### src/hw/rtl/spjd_pkg.sv
package spjd_pkg;

    localparam int LEVELS_DEFAULT     = 8;
    localparam int FIFO_DEPTH_DEFAULT = 16;
    localparam int MAX_SLOTS_DEFAULT  = 16;

    localparam int JOB_W    = 16;
    localparam int PRIO_W   = 3;
    localparam int ACTION_W = 2;
    localparam int KIND_W   = 3;
    localparam int LIMIT_W  = 5;
    localparam int DATA_W   = 24;
    localparam int APB_W    = 32;
    localparam int PADDR_W  = 3;

    localparam logic [LIMIT_W-1:0] MAX_RUNNING_RESET = 5'd4;

    localparam logic REG_MAX_RUNNING = 1'b0;

    localparam logic [ACTION_W-1:0] ACT_ENQUEUE  = 2'd0;
    localparam logic [ACTION_W-1:0] ACT_COMPLETE = 2'd1;
    localparam logic [ACTION_W-1:0] ACT_UPDATE   = 2'd2;

    localparam logic [KIND_W-1:0] KIND_ENQUEUED   = 3'd0;
    localparam logic [KIND_W-1:0] KIND_REJECTED   = 3'd1;
    localparam logic [KIND_W-1:0] KIND_COMPLETED  = 3'd2;
    localparam logic [KIND_W-1:0] KIND_DISPATCHED = 3'd3;
    localparam logic [KIND_W-1:0] KIND_NONE       = 3'd4;

endpackage

### src/hw/rtl/strict_priority_job_dispatcher.sv
// Strict-priority job dispatcher.
// The input stream carries one command per transfer: enqueue a job at a
// priority level, report that a running job finished, or update. Each
// command gives one or more result transfers on the output stream, and
// m_tlast marks the final result of a command. An update dispatches jobs,
// highest non-empty level first, while the running count is below
// max_running (written over the APB port), capped at MAX_SLOTS; it returns
// one result per job, or a single "nothing dispatched" result. Unknown
// commands give no result. One command is processed at a time. An enqueue
// or a completion passes through the execute state into the result
// register. An update passes through the execute state to the scan state;
// every dispatch is one read of the job store memory there, its result is
// loaded from the read state, and the next pick waits for the updated
// counts; with nothing to dispatch, the scan state gives its single result.
// A result is held in the output register while m_tready is low, and work
// pauses until that register is free; s_tready stays low meanwhile.
// Reset empties every queue, clears the running count and sets max_running
// to 4. The job store itself is not cleared and needs no clearing pass, so
// the block accepts commands right after reset.
module strict_priority_job_dispatcher #(
    parameter int LEVELS     = spjd_pkg::LEVELS_DEFAULT,
    parameter int FIFO_DEPTH = spjd_pkg::FIFO_DEPTH_DEFAULT,
    parameter int MAX_SLOTS  = spjd_pkg::MAX_SLOTS_DEFAULT
) (
    input  logic                             aclk,
    input  logic                             aresetn,

    input  logic                             s_tvalid,
    output logic                             s_tready,
    // job_id [15:0], priority_req [18:16], zero [23:19]
    input  logic [spjd_pkg::DATA_W-1:0]      s_tdata,
    // action [1:0]
    input  logic [spjd_pkg::ACTION_W-1:0]    s_tuser,

    output logic                             m_tvalid,
    input  logic                             m_tready,
    // out_job [15:0], out_level [18:16], zero [23:19]
    output logic [spjd_pkg::DATA_W-1:0]      m_tdata,
    // kind [2:0]
    output logic [spjd_pkg::KIND_W-1:0]      m_tuser,
    output logic                             m_tlast,

    input  logic                             psel,
    input  logic                             penable,
    input  logic                             pwrite,
    input  logic [spjd_pkg::PADDR_W-1:0]     paddr,
    input  logic [spjd_pkg::APB_W-1:0]       pwdata,
    output logic [spjd_pkg::APB_W-1:0]       prdata,
    output logic                             pready
);

    localparam int LVL_W  = (LEVELS > 1) ? $clog2(LEVELS) : 1;
    localparam int PTR_W  = $clog2(FIFO_DEPTH);
    localparam int CNT_W  = $clog2(FIFO_DEPTH + 1);
    localparam int RUN_W  = $clog2(MAX_SLOTS + 1);
    localparam int DEPTH  = LEVELS * FIFO_DEPTH;
    localparam int ADDR_W = (DEPTH > 1) ? $clog2(DEPTH) : 1;
    localparam int CMP_W  = 8;

    typedef enum logic [2:0] {
        S_IDLE,
        S_EXEC,
        S_SCAN,
        S_READ
    } state_t;

    state_t state_reg;

    logic [spjd_pkg::ACTION_W-1:0] action_reg;
    logic [spjd_pkg::JOB_W-1:0]    job_reg;
    logic [spjd_pkg::PRIO_W-1:0]   prio_reg;
    logic [LVL_W-1:0]              sel_level_reg;

    logic [PTR_W-1:0] head_reg  [LEVELS];
    logic [PTR_W-1:0] tail_reg  [LEVELS];
    logic [CNT_W-1:0] count_reg [LEVELS];
    logic [RUN_W-1:0] running_reg;
    logic [spjd_pkg::LIMIT_W-1:0] max_running_reg;

    logic [spjd_pkg::JOB_W-1:0] job_store [DEPTH];
    logic [spjd_pkg::JOB_W-1:0] rd_data_reg;

    logic                          m_valid_reg;
    logic [spjd_pkg::KIND_W-1:0]   m_kind_reg;
    logic [spjd_pkg::JOB_W-1:0]    m_job_reg;
    logic [spjd_pkg::PRIO_W-1:0]   m_level_reg;
    logic                          m_last_reg;

    logic [LVL_W-1:0]  enq_level;
    logic              enq_full;
    logic [LEVELS-1:0] nonempty;
    logic [LVL_W-1:0]  found;
    logic [CMP_W-1:0]  limit;
    logic              can_dispatch;
    logic              out_free;
    logic              mem_we;
    logic              mem_re;
    logic [ADDR_W-1:0] waddr;
    logic [ADDR_W-1:0] raddr;

    logic                          out_load;
    logic [spjd_pkg::KIND_W-1:0]   out_kind;
    logic [spjd_pkg::JOB_W-1:0]    out_job;
    logic [spjd_pkg::PRIO_W-1:0]   out_level;
    logic                          out_last;

    logic cfg_write;

    assign enq_level = (32'(prio_reg) > LEVELS - 1) ? LVL_W'(LEVELS - 1) : LVL_W'(prio_reg);
    assign enq_full  = (count_reg[enq_level] == CNT_W'(FIFO_DEPTH));

    always_comb begin
        found = '0;
        for (int i = 0; i < LEVELS; i++) begin
            nonempty[i] = (count_reg[i] != '0);
            if (nonempty[i]) begin
                found = LVL_W'(i);
            end
        end
    end

    assign limit = (32'(max_running_reg) > MAX_SLOTS) ? CMP_W'(MAX_SLOTS)
                                                      : CMP_W'(max_running_reg);
    assign can_dispatch = (CMP_W'(running_reg) < limit) && (|nonempty);
    assign out_free     = !m_valid_reg || m_tready;

    assign waddr = ADDR_W'(ADDR_W'(enq_level) * ADDR_W'(FIFO_DEPTH)) + ADDR_W'(tail_reg[enq_level]);
    assign raddr = ADDR_W'(ADDR_W'(found) * ADDR_W'(FIFO_DEPTH)) + ADDR_W'(head_reg[found]);

    assign mem_we = (state_reg == S_EXEC) && (action_reg == spjd_pkg::ACT_ENQUEUE)
                    && out_free && !enq_full;
    assign mem_re = (state_reg == S_SCAN) && can_dispatch;

    always_comb begin
        out_load  = 1'b0;
        out_kind  = spjd_pkg::KIND_NONE;
        out_job   = '0;
        out_level = '0;
        out_last  = 1'b1;
        case (state_reg)
            S_EXEC: begin
                if (out_free) begin
                    case (action_reg)
                        spjd_pkg::ACT_ENQUEUE: begin
                            out_load  = 1'b1;
                            out_kind  = enq_full ? spjd_pkg::KIND_REJECTED
                                                 : spjd_pkg::KIND_ENQUEUED;
                            out_job   = job_reg;
                            out_level = spjd_pkg::PRIO_W'(enq_level);
                        end
                        spjd_pkg::ACT_COMPLETE: begin
                            out_load = 1'b1;
                            out_kind = spjd_pkg::KIND_COMPLETED;
                        end
                        default: begin
                            out_load = 1'b0;
                        end
                    endcase
                end
            end
            S_SCAN: begin
                if (!can_dispatch && out_free) begin
                    out_load = 1'b1;
                    out_kind = spjd_pkg::KIND_NONE;
                end
            end
            S_READ: begin
                if (out_free) begin
                    out_load  = 1'b1;
                    out_kind  = spjd_pkg::KIND_DISPATCHED;
                    out_job   = rd_data_reg;
                    out_level = spjd_pkg::PRIO_W'(sel_level_reg);
                    out_last  = !can_dispatch;
                end
            end
            default: begin
                out_load = 1'b0;
            end
        endcase
    end

    assign s_tready = (state_reg == S_IDLE);

    always_ff @(posedge aclk) begin
        if (!aresetn) begin
            state_reg   <= S_IDLE;
            running_reg <= '0;
            m_valid_reg <= 1'b0;
            for (int i = 0; i < LEVELS; i++) begin
                head_reg[i]  <= '0;
                tail_reg[i]  <= '0;
                count_reg[i] <= '0;
            end
        end else begin
            if (out_load) begin
                m_valid_reg <= 1'b1;
            end else if (m_tready) begin
                m_valid_reg <= 1'b0;
            end
            case (state_reg)
                S_IDLE: begin
                    if (s_tvalid) begin
                        state_reg <= S_EXEC;
                    end
                end
                S_EXEC: begin
                    case (action_reg)
                        spjd_pkg::ACT_ENQUEUE: begin
                            if (out_free) begin
                                state_reg <= S_IDLE;
                            end
                            if (mem_we) begin
                                tail_reg[enq_level] <= (tail_reg[enq_level] == PTR_W'(FIFO_DEPTH - 1))
                                    ? '0 : tail_reg[enq_level] + PTR_W'(1);
                                count_reg[enq_level] <= count_reg[enq_level] + CNT_W'(1);
                            end
                        end
                        spjd_pkg::ACT_COMPLETE: begin
                            if (out_free) begin
                                state_reg <= S_IDLE;
                                if (running_reg != '0) begin
                                    running_reg <= running_reg - RUN_W'(1);
                                end
                            end
                        end
                        spjd_pkg::ACT_UPDATE: begin
                            state_reg <= S_SCAN;
                        end
                        default: begin
                            state_reg <= S_IDLE;
                        end
                    endcase
                end
                S_SCAN: begin
                    if (mem_re) begin
                        head_reg[found] <= (head_reg[found] == PTR_W'(FIFO_DEPTH - 1))
                            ? '0 : head_reg[found] + PTR_W'(1);
                        count_reg[found] <= count_reg[found] - CNT_W'(1);
                        running_reg      <= running_reg + RUN_W'(1);
                        state_reg        <= S_READ;
                    end else if (out_free) begin
                        state_reg <= S_IDLE;
                    end
                end
                S_READ: begin
                    if (out_free) begin
                        state_reg <= can_dispatch ? S_SCAN : S_IDLE;
                    end
                end
                default: begin
                    state_reg <= S_IDLE;
                end
            endcase
        end
    end

    always_ff @(posedge aclk) begin
        if (s_tvalid && s_tready) begin
            action_reg <= s_tuser;
            job_reg    <= s_tdata[spjd_pkg::JOB_W-1:0];
            prio_reg   <= s_tdata[spjd_pkg::JOB_W +: spjd_pkg::PRIO_W];
        end
        if (mem_re) begin
            sel_level_reg <= found;
        end
        if (out_load) begin
            m_kind_reg  <= out_kind;
            m_job_reg   <= out_job;
            m_level_reg <= out_level;
            m_last_reg  <= out_last;
        end
    end

    always_ff @(posedge aclk) begin
        if (mem_we) begin
            job_store[waddr] <= job_reg;
        end
        if (mem_re) begin
            rd_data_reg <= job_store[raddr];
        end
    end

    assign pready    = 1'b1;
    assign cfg_write = psel && penable && pwrite && pready
                       && (paddr[2] == spjd_pkg::REG_MAX_RUNNING);

    always_ff @(posedge aclk) begin
        if (!aresetn) begin
            max_running_reg <= spjd_pkg::MAX_RUNNING_RESET;
        end else if (cfg_write) begin
            max_running_reg <= pwdata[spjd_pkg::LIMIT_W-1:0];
        end
    end

    assign prdata = (paddr[2] == spjd_pkg::REG_MAX_RUNNING)
                    ? spjd_pkg::APB_W'(max_running_reg) : '0;

    assign m_tvalid = m_valid_reg;
    assign m_tuser  = m_kind_reg;
    assign m_tlast  = m_last_reg;
    assign m_tdata  = {{(spjd_pkg::DATA_W - spjd_pkg::JOB_W - spjd_pkg::PRIO_W){1'b0}},
                       m_level_reg, m_job_reg};

endmodule

### config.mk
export PLATFORM = sky130hd
export DESIGN_NAME = strict_priority_job_dispatcher
export DESIGN_NICKNAME = d
export VERILOG_FILES = /design/src/hw/rtl/spjd_pkg.sv /design/src/hw/rtl/strict_priority_job_dispatcher.sv
export SDC_FILE = /design/constraint.sdc
export NUM_CORES = 2
export LEC_CHECK = 0
export BUFFER_PORTS_ARGS = -buffer_cell sky130_fd_sc_hd__buf_2
export CAP_MARGIN = 10
export CORE_MARGIN = 1
export CORE_UTILIZATION = 45
export DETAILED_ROUTE_END_ITERATION = 6
export SLEW_MARGIN = 10
export SYNTH_ARGS = -nofsm -noshare
export SYNTH_HDL_FRONTEND = slang
export SYNTH_SLANG_ARGS = --single-unit
### constraint.sdc
create_clock -name aclk -period 5 [get_ports aclk]
set_input_delay 0.5 -clock aclk [delete_from_list [all_inputs] [get_ports aclk]]
set_output_delay 0.5 -clock aclk [all_outputs]
set_load 0.02 [all_outputs]
* After elaboration in Yosys (flattened, before gate mapping)
Memory sizes are Yosys's and may differ from the RTL's. A register that Yosys moved wholly into a read port is not among the register bits.
Cells that the tools add are included.
** Word-level totals
- Flip-flop bits (word level) :: 61
- Memory bits (writable) :: 2152
- Bits of input ports :: 68
- Output and inout bits :: 63
- Word-level logic and storage cells :: 145
- Memories :: 4
** Cells by class
- Add/sub/neg operators :: 8
- Order comparisons :: 2
- Equality and inequality tests :: 14
- Mux-type cells :: 68
- Bitwise gates (word level) :: 1
- Reductions and logical operators :: 36
** Memory list
- job_store :: depth 128, bits a word 16, read ports 1, clocked after memory_dff 1, wr ports 1, RTL line strict_priority_job_dispatcher.sv:80 : logic [spjd_pkg::JOB_W-1:0] job_store [DEPTH];
- count_reg :: depth 8, bits a word 5, read ports 10, clocked after memory_dff 1, wr ports 8, RTL line strict_priority_job_dispatcher.sv:76 : logic [CNT_W-1:0] count_reg [LEVELS];
- head_reg :: depth 8, bits a word 4, read ports 1, clocked after memory_dff 0, wr ports 8, RTL line strict_priority_job_dispatcher.sv:74 : logic [PTR_W-1:0] head_reg [LEVELS];
- tail_reg :: depth 8, bits a word 4, read ports 1, clocked after memory_dff 1, wr ports 8, RTL line strict_priority_job_dispatcher.sv:75 : logic [PTR_W-1:0] tail_reg [LEVELS];
** Operators with widths (number)
- 3-bit 2-to-1 mux :: 20
- 16-bit 2-to-1 mux :: 3
- 5-bit nonzero test :: 9
- 5-bit 2-to-1 mux :: 8
- 16-bit case mux with 2 select lines :: 1
- 3-bit case mux with 2 select lines :: 4
- 1-bit 2-to-1 mux :: 23
- 4-bit 2-to-1 mux :: 4
- 7-bit by 4-bit adder with 7-bit output :: 2
- 3-bit case mux with 4 select lines :: 1
- 5-bit by 1-bit adder with 5-bit output (second input constant) :: 2
- 1-bit logical AND :: 10
- 5-bit case mux with 2 select lines :: 1
- 5-bit OR reduction :: 2
- 5-bit by 1-bit subtractor with 5-bit output (second input constant) :: 2
- 4-bit by 1-bit adder with 4-bit output (second input constant) :: 2
- 4-bit equality test (second input constant) :: 2
- 2-bit inequality test (second input constant) :: 4
- 4-bit OR reduction :: 2
- 8-bit OR reduction :: 1
- 3-bit by 2-bit equality test with 1-bit output (second input constant) :: 2
- 5-bit equality test (second input constant) :: 1
- 5-bit greater-than comparator (second input constant) :: 1
- 5-bit < comparator :: 1
- 15 further kinds :: 21

* Logic depth before layout (Yosys ltp)
An unclocked memory read counts as a cell.
- Depth in word-level cells :: 13
- Depth in mapped cells :: 20
- Gate-level depth less buffers :: 14

* Least setup slack after synthesis
No wires, ideal clock.
- Kind :: register -> register
- Start point :: mem count_reg[3][1] in the netlist's numbering
- End point :: reg rd_data_reg[8] in the netlist's numbering, read port of job_store, data pin
- Data arrival time :: 4114 ps
- Data required time :: 4728 ps
- Setup slack :: 614 ps
- Cell stages (with the launch flop) :: 14
- Buffers on the path :: 1
- Period minus slack after synthesis :: 4386 ps
- Path through :: edfxtp_1 > or4_4 > nor4b_4 > nand3_1 > a211o_1 > a31oi_1 > a21o_1 > buf_4 > mux4_2 > mux2_2 > nand2_1 > nand3_1 > or4_1 > or4_1
** RTL lines
- start: declaration :: RTL line strict_priority_job_dispatcher.sv:76
- end: declaration :: RTL line strict_priority_job_dispatcher.sv:81 : logic [spjd_pkg::JOB_W-1:0] rd_data_reg;

==> results_dict.tcl <==
set metrics [dict create \
    drive_above_1_share_pct 22.3 \
    max_freq_mhz 196 \
    grt_pass1_vias 54200 \
    synth_cell_types 91 \
    cts_sinks 2232 \
    fp.dieW_um 448 \
    final-max-slew-violation-count 0 \
    cp_max_fo 7 \
    die_y_um 448 \
    async_reset_ff_share_pct 0 \
    worstSetupPathType "reg -> reg" \
    fin_crit_sh_pct 102 \
    start_kind "flop" \
    grt_max_degree 130 \
    cp.arrival_ns 5.70 \
    crit_path_start "count_reg[3][3]$_SDFFCE_PN0P_" \
    insertion_delay_ns 0.92 \
    seq_power_share_pct 51.5 \
    synth.most_common_cell "edfxtp_1" \
    fin_skew_ns 0.0680 \
    routedWlPerCell_um 33.0 \
    via_per_inst 6.15 \
    hp-start "aresetn" \
    pwr-share-comb_pct 6.8 \
    finalCriticalPeriod_ns 5.10 \
    finalHoldViolCount 0 \
    ant_nets 0 \
    nets 6817 \
    synth_area_leaders "edfxtp_1 74%, nand2_1 4.7%, mux4_2 4.4%" \
    power-per-cell-area_nw_per_um2 373 \
    dieArea_sq_um 201000 \
    swShare_pct 22.9 \
    gp_congestion 0.969 \
    p_leak_nw 37.0 \
    h-tree-depth 4 \
    row_count 163 \
    cts_buffer_depth 3 \
    dr_wl_met3_um 38600 \
    cp.required_ns 5.60 \
    syn-instance-count 5926 \
    routed-wl-met2_um 138000 \
    root_buffer "clkbuf_16" \
    synth_edf_count 2215 \
    cts.clk_slew.worst_paths_ns 0.06 \
    hp-class "in -> reg" \
    clockPowerShare_pct 41.6 \
    placed_cells 9062 \
    syn-cell-area_sq_um 89600 \
    finalNonFillerCells 9568 \
    p_sw_mw 9.16 \
    yosys_register_bits 2232 \
    syn2layout_area_growth_pct 19.6 \
    status "complete, but fails checks" \
    rsz0062_at_grt "yes" \
    grt_pass1_wl_um 430000 \
    core_area_sq_um 198000 \
    pin_count 131 \
    cts_made_buffers 222 \
    postSynthAreaPerCell_sq_um 15.1 \
    worst_slew_pin_slew_ns 1.24 \
    dp_hpwl_um 204000 \
    violations "negative setup slack" \
    yosys.area.top_type "edfxtp_1" \
    routed_wl_um 315000 \
    track_usage_pct 30.9 \
    met1_length_um 119000 \
    ir_drop_mv 0.416 \
    setup_tns_ns -0.177 \
    portBuffers 63 \
    cts_tree "yes" \
    gr-total-overflow 0 \
    synth-main-ff-cell "edfxtp_1" \
    dr.first_iter.drc_count 9135 \
    cp-end-kind "flop" \
    intPower_mw 30.8 \
    topRoutingLayerUsed "met5" \
    cap_violations 0 \
    relSlewSlack_pct 16.9 \
    largest_register_ffs 2048 \
    finalSetupViolCount 4 \
    start_util_pct 45.3 \
    first_pass_iters 6 \
    r2r_start "count_reg[3][3]$_SDFFCE_PN0P_" \
    timing.hold.ws_ns 0.0714 \
    antenna_found_initial 9 \
    synth.top_cell.area_share_pct 74.2 \
    worst_slack_ns -0.102 \
    yosys-top-cells-count "2,215 x edfxtp_1, 1,117 x nand2_1, 646 x nand3_1" \
    drc_errors 0 \
    yosys_warnings 0 \
    vias 58800 \
    synth_seq_area_share_pct 74.6 \
]
==> worst max-delay path, stage by stage, from the launching register on <==
cell      delay, ns
edfxtp_1       0.40
or4_4          0.58
buf_4          0.16
nor2_4         0.18
o21ai_2        0.11
a211o_1        0.33
a22oi_2        0.24
a21o_4         0.21
buf_6          0.12
buf_12         0.14
buf_16         0.15
buf_12         0.11
mux4_2         0.52
nand2_4        0.13
and3_4         0.19
nand4_1        0.34
buf_6          0.29
nor4_4         0.47
nand4_1        0.14
==> worst paths after layout <==
check / endpoint / slack (ns) / cells past startpoint
setup / recovery: rd_data_reg[7]$_DFFE_PN_ / -0.10 / 18
setup reg to reg: rd_data_reg[7]$_DFFE_PN_ / -0.10 / 18
hold / removal: m_tvalid$_SDFFE_PN0P_ / 0.07 / 2
hold reg to reg: max_running_reg[2]$_SDFFE_PN1P_ / 0.51 / 2
==> power groups by stage <==
stage	combinational [mW]	sequential (mW)	clock (mW)
finish	2.72	20.6	16.6
detailed placement	2.48	21.0	0
global placement	2.46	21.0	0
CTS	2.54	20.6	16.7
global route	2.79	20.6	17.5
floorplan	1.21	21.1	0
==> metal layers <==
metal	vias to the layer above	track usage (%)
li1	24300	-
met1	30000	43.4
met2	3805	45.8
met3	656	6.38
met4	4	15.4
met5	-	0
==> cells in the final DEF, fill, tap and decap left out, drive strengths merged, types with 43 or more instances in the layout <==
master,count
nand2,1117
clkinv,105
edfxtp,2215
nand4,88
a21oi,103
o21ai,43
mux4,176
mux2i,207
and3,48
o211ai,56
nor3,50
nand3,646
a31oi,67
nor2,332
buf,892
clkbuf,281
==> layout make-up <==
type / instances / area [sq um]
multi-input cells: 3334 / 21300
clock inverters: 132 / 1450
inverters: 19 / 124
flip-flops and latches: 2232 / 66900
well taps: 2640 / 3300
repair buffers: 923 / 8300
clock buffers: 277 / 5790
diodes: 7 / 17.5
repair inverters: 4 / 55.1
fillers: 15800 / 90500
==> kinds of logic (layout without fill, tap and decap cells) <==
| group | Yosys count | in the layout | share of synthesized area (%) |
|---|---|---|---|
| other | 2 | 41 | 0.00838 |
| xor gates and xnor gates | 12 | 12 | 0.117 |
| and+or+nand+nor | 2368 | 2368 | 11.6 |
| DFF | 2232 | 2232 | 74.6 |
| AOI/OAI and AO/OA | 509 | 509 | 4.03 |
| adders and majority gates | 13 | 13 | 0.190 |
| buffers and inverters | 392 | 1355 | 2.50 |
| muxes | 398 | 398 | 6.93 |
==> per-stage QoR <==
| step | util (%) | area, sq um | setup slack [ns] | power, mW |
|---|---|---|---|---|
| after global routing | 54.2 | 107000 | -0.157 | 40.8 |
| after CTS | 53.7 | 106000 | -0.0808 | 39.9 |
| final | 54.2 | 107000 | -0.102 | 39.9 |
| after detailed placement | 49.8 | 98400 | -0.650 | 23.5 |
| after floorplan | - | 89700 | 0.614 | 22.3 |
| after global placement | 49.8 | 98400 | -0.654 | 23.4 |
==> what timing repair did <==
item | in CTS | in global routing
pin swaps | 7 | 36
resized for setup | 40 | 94
endpoints found under the setup margin | 13 | 16
endpoints found under the hold margin | 31 | 0
cloned | 2 | 6
hold buffers | 27 | 0
setup buffers | 2 | 56
(Power assumes the default switching activity.)
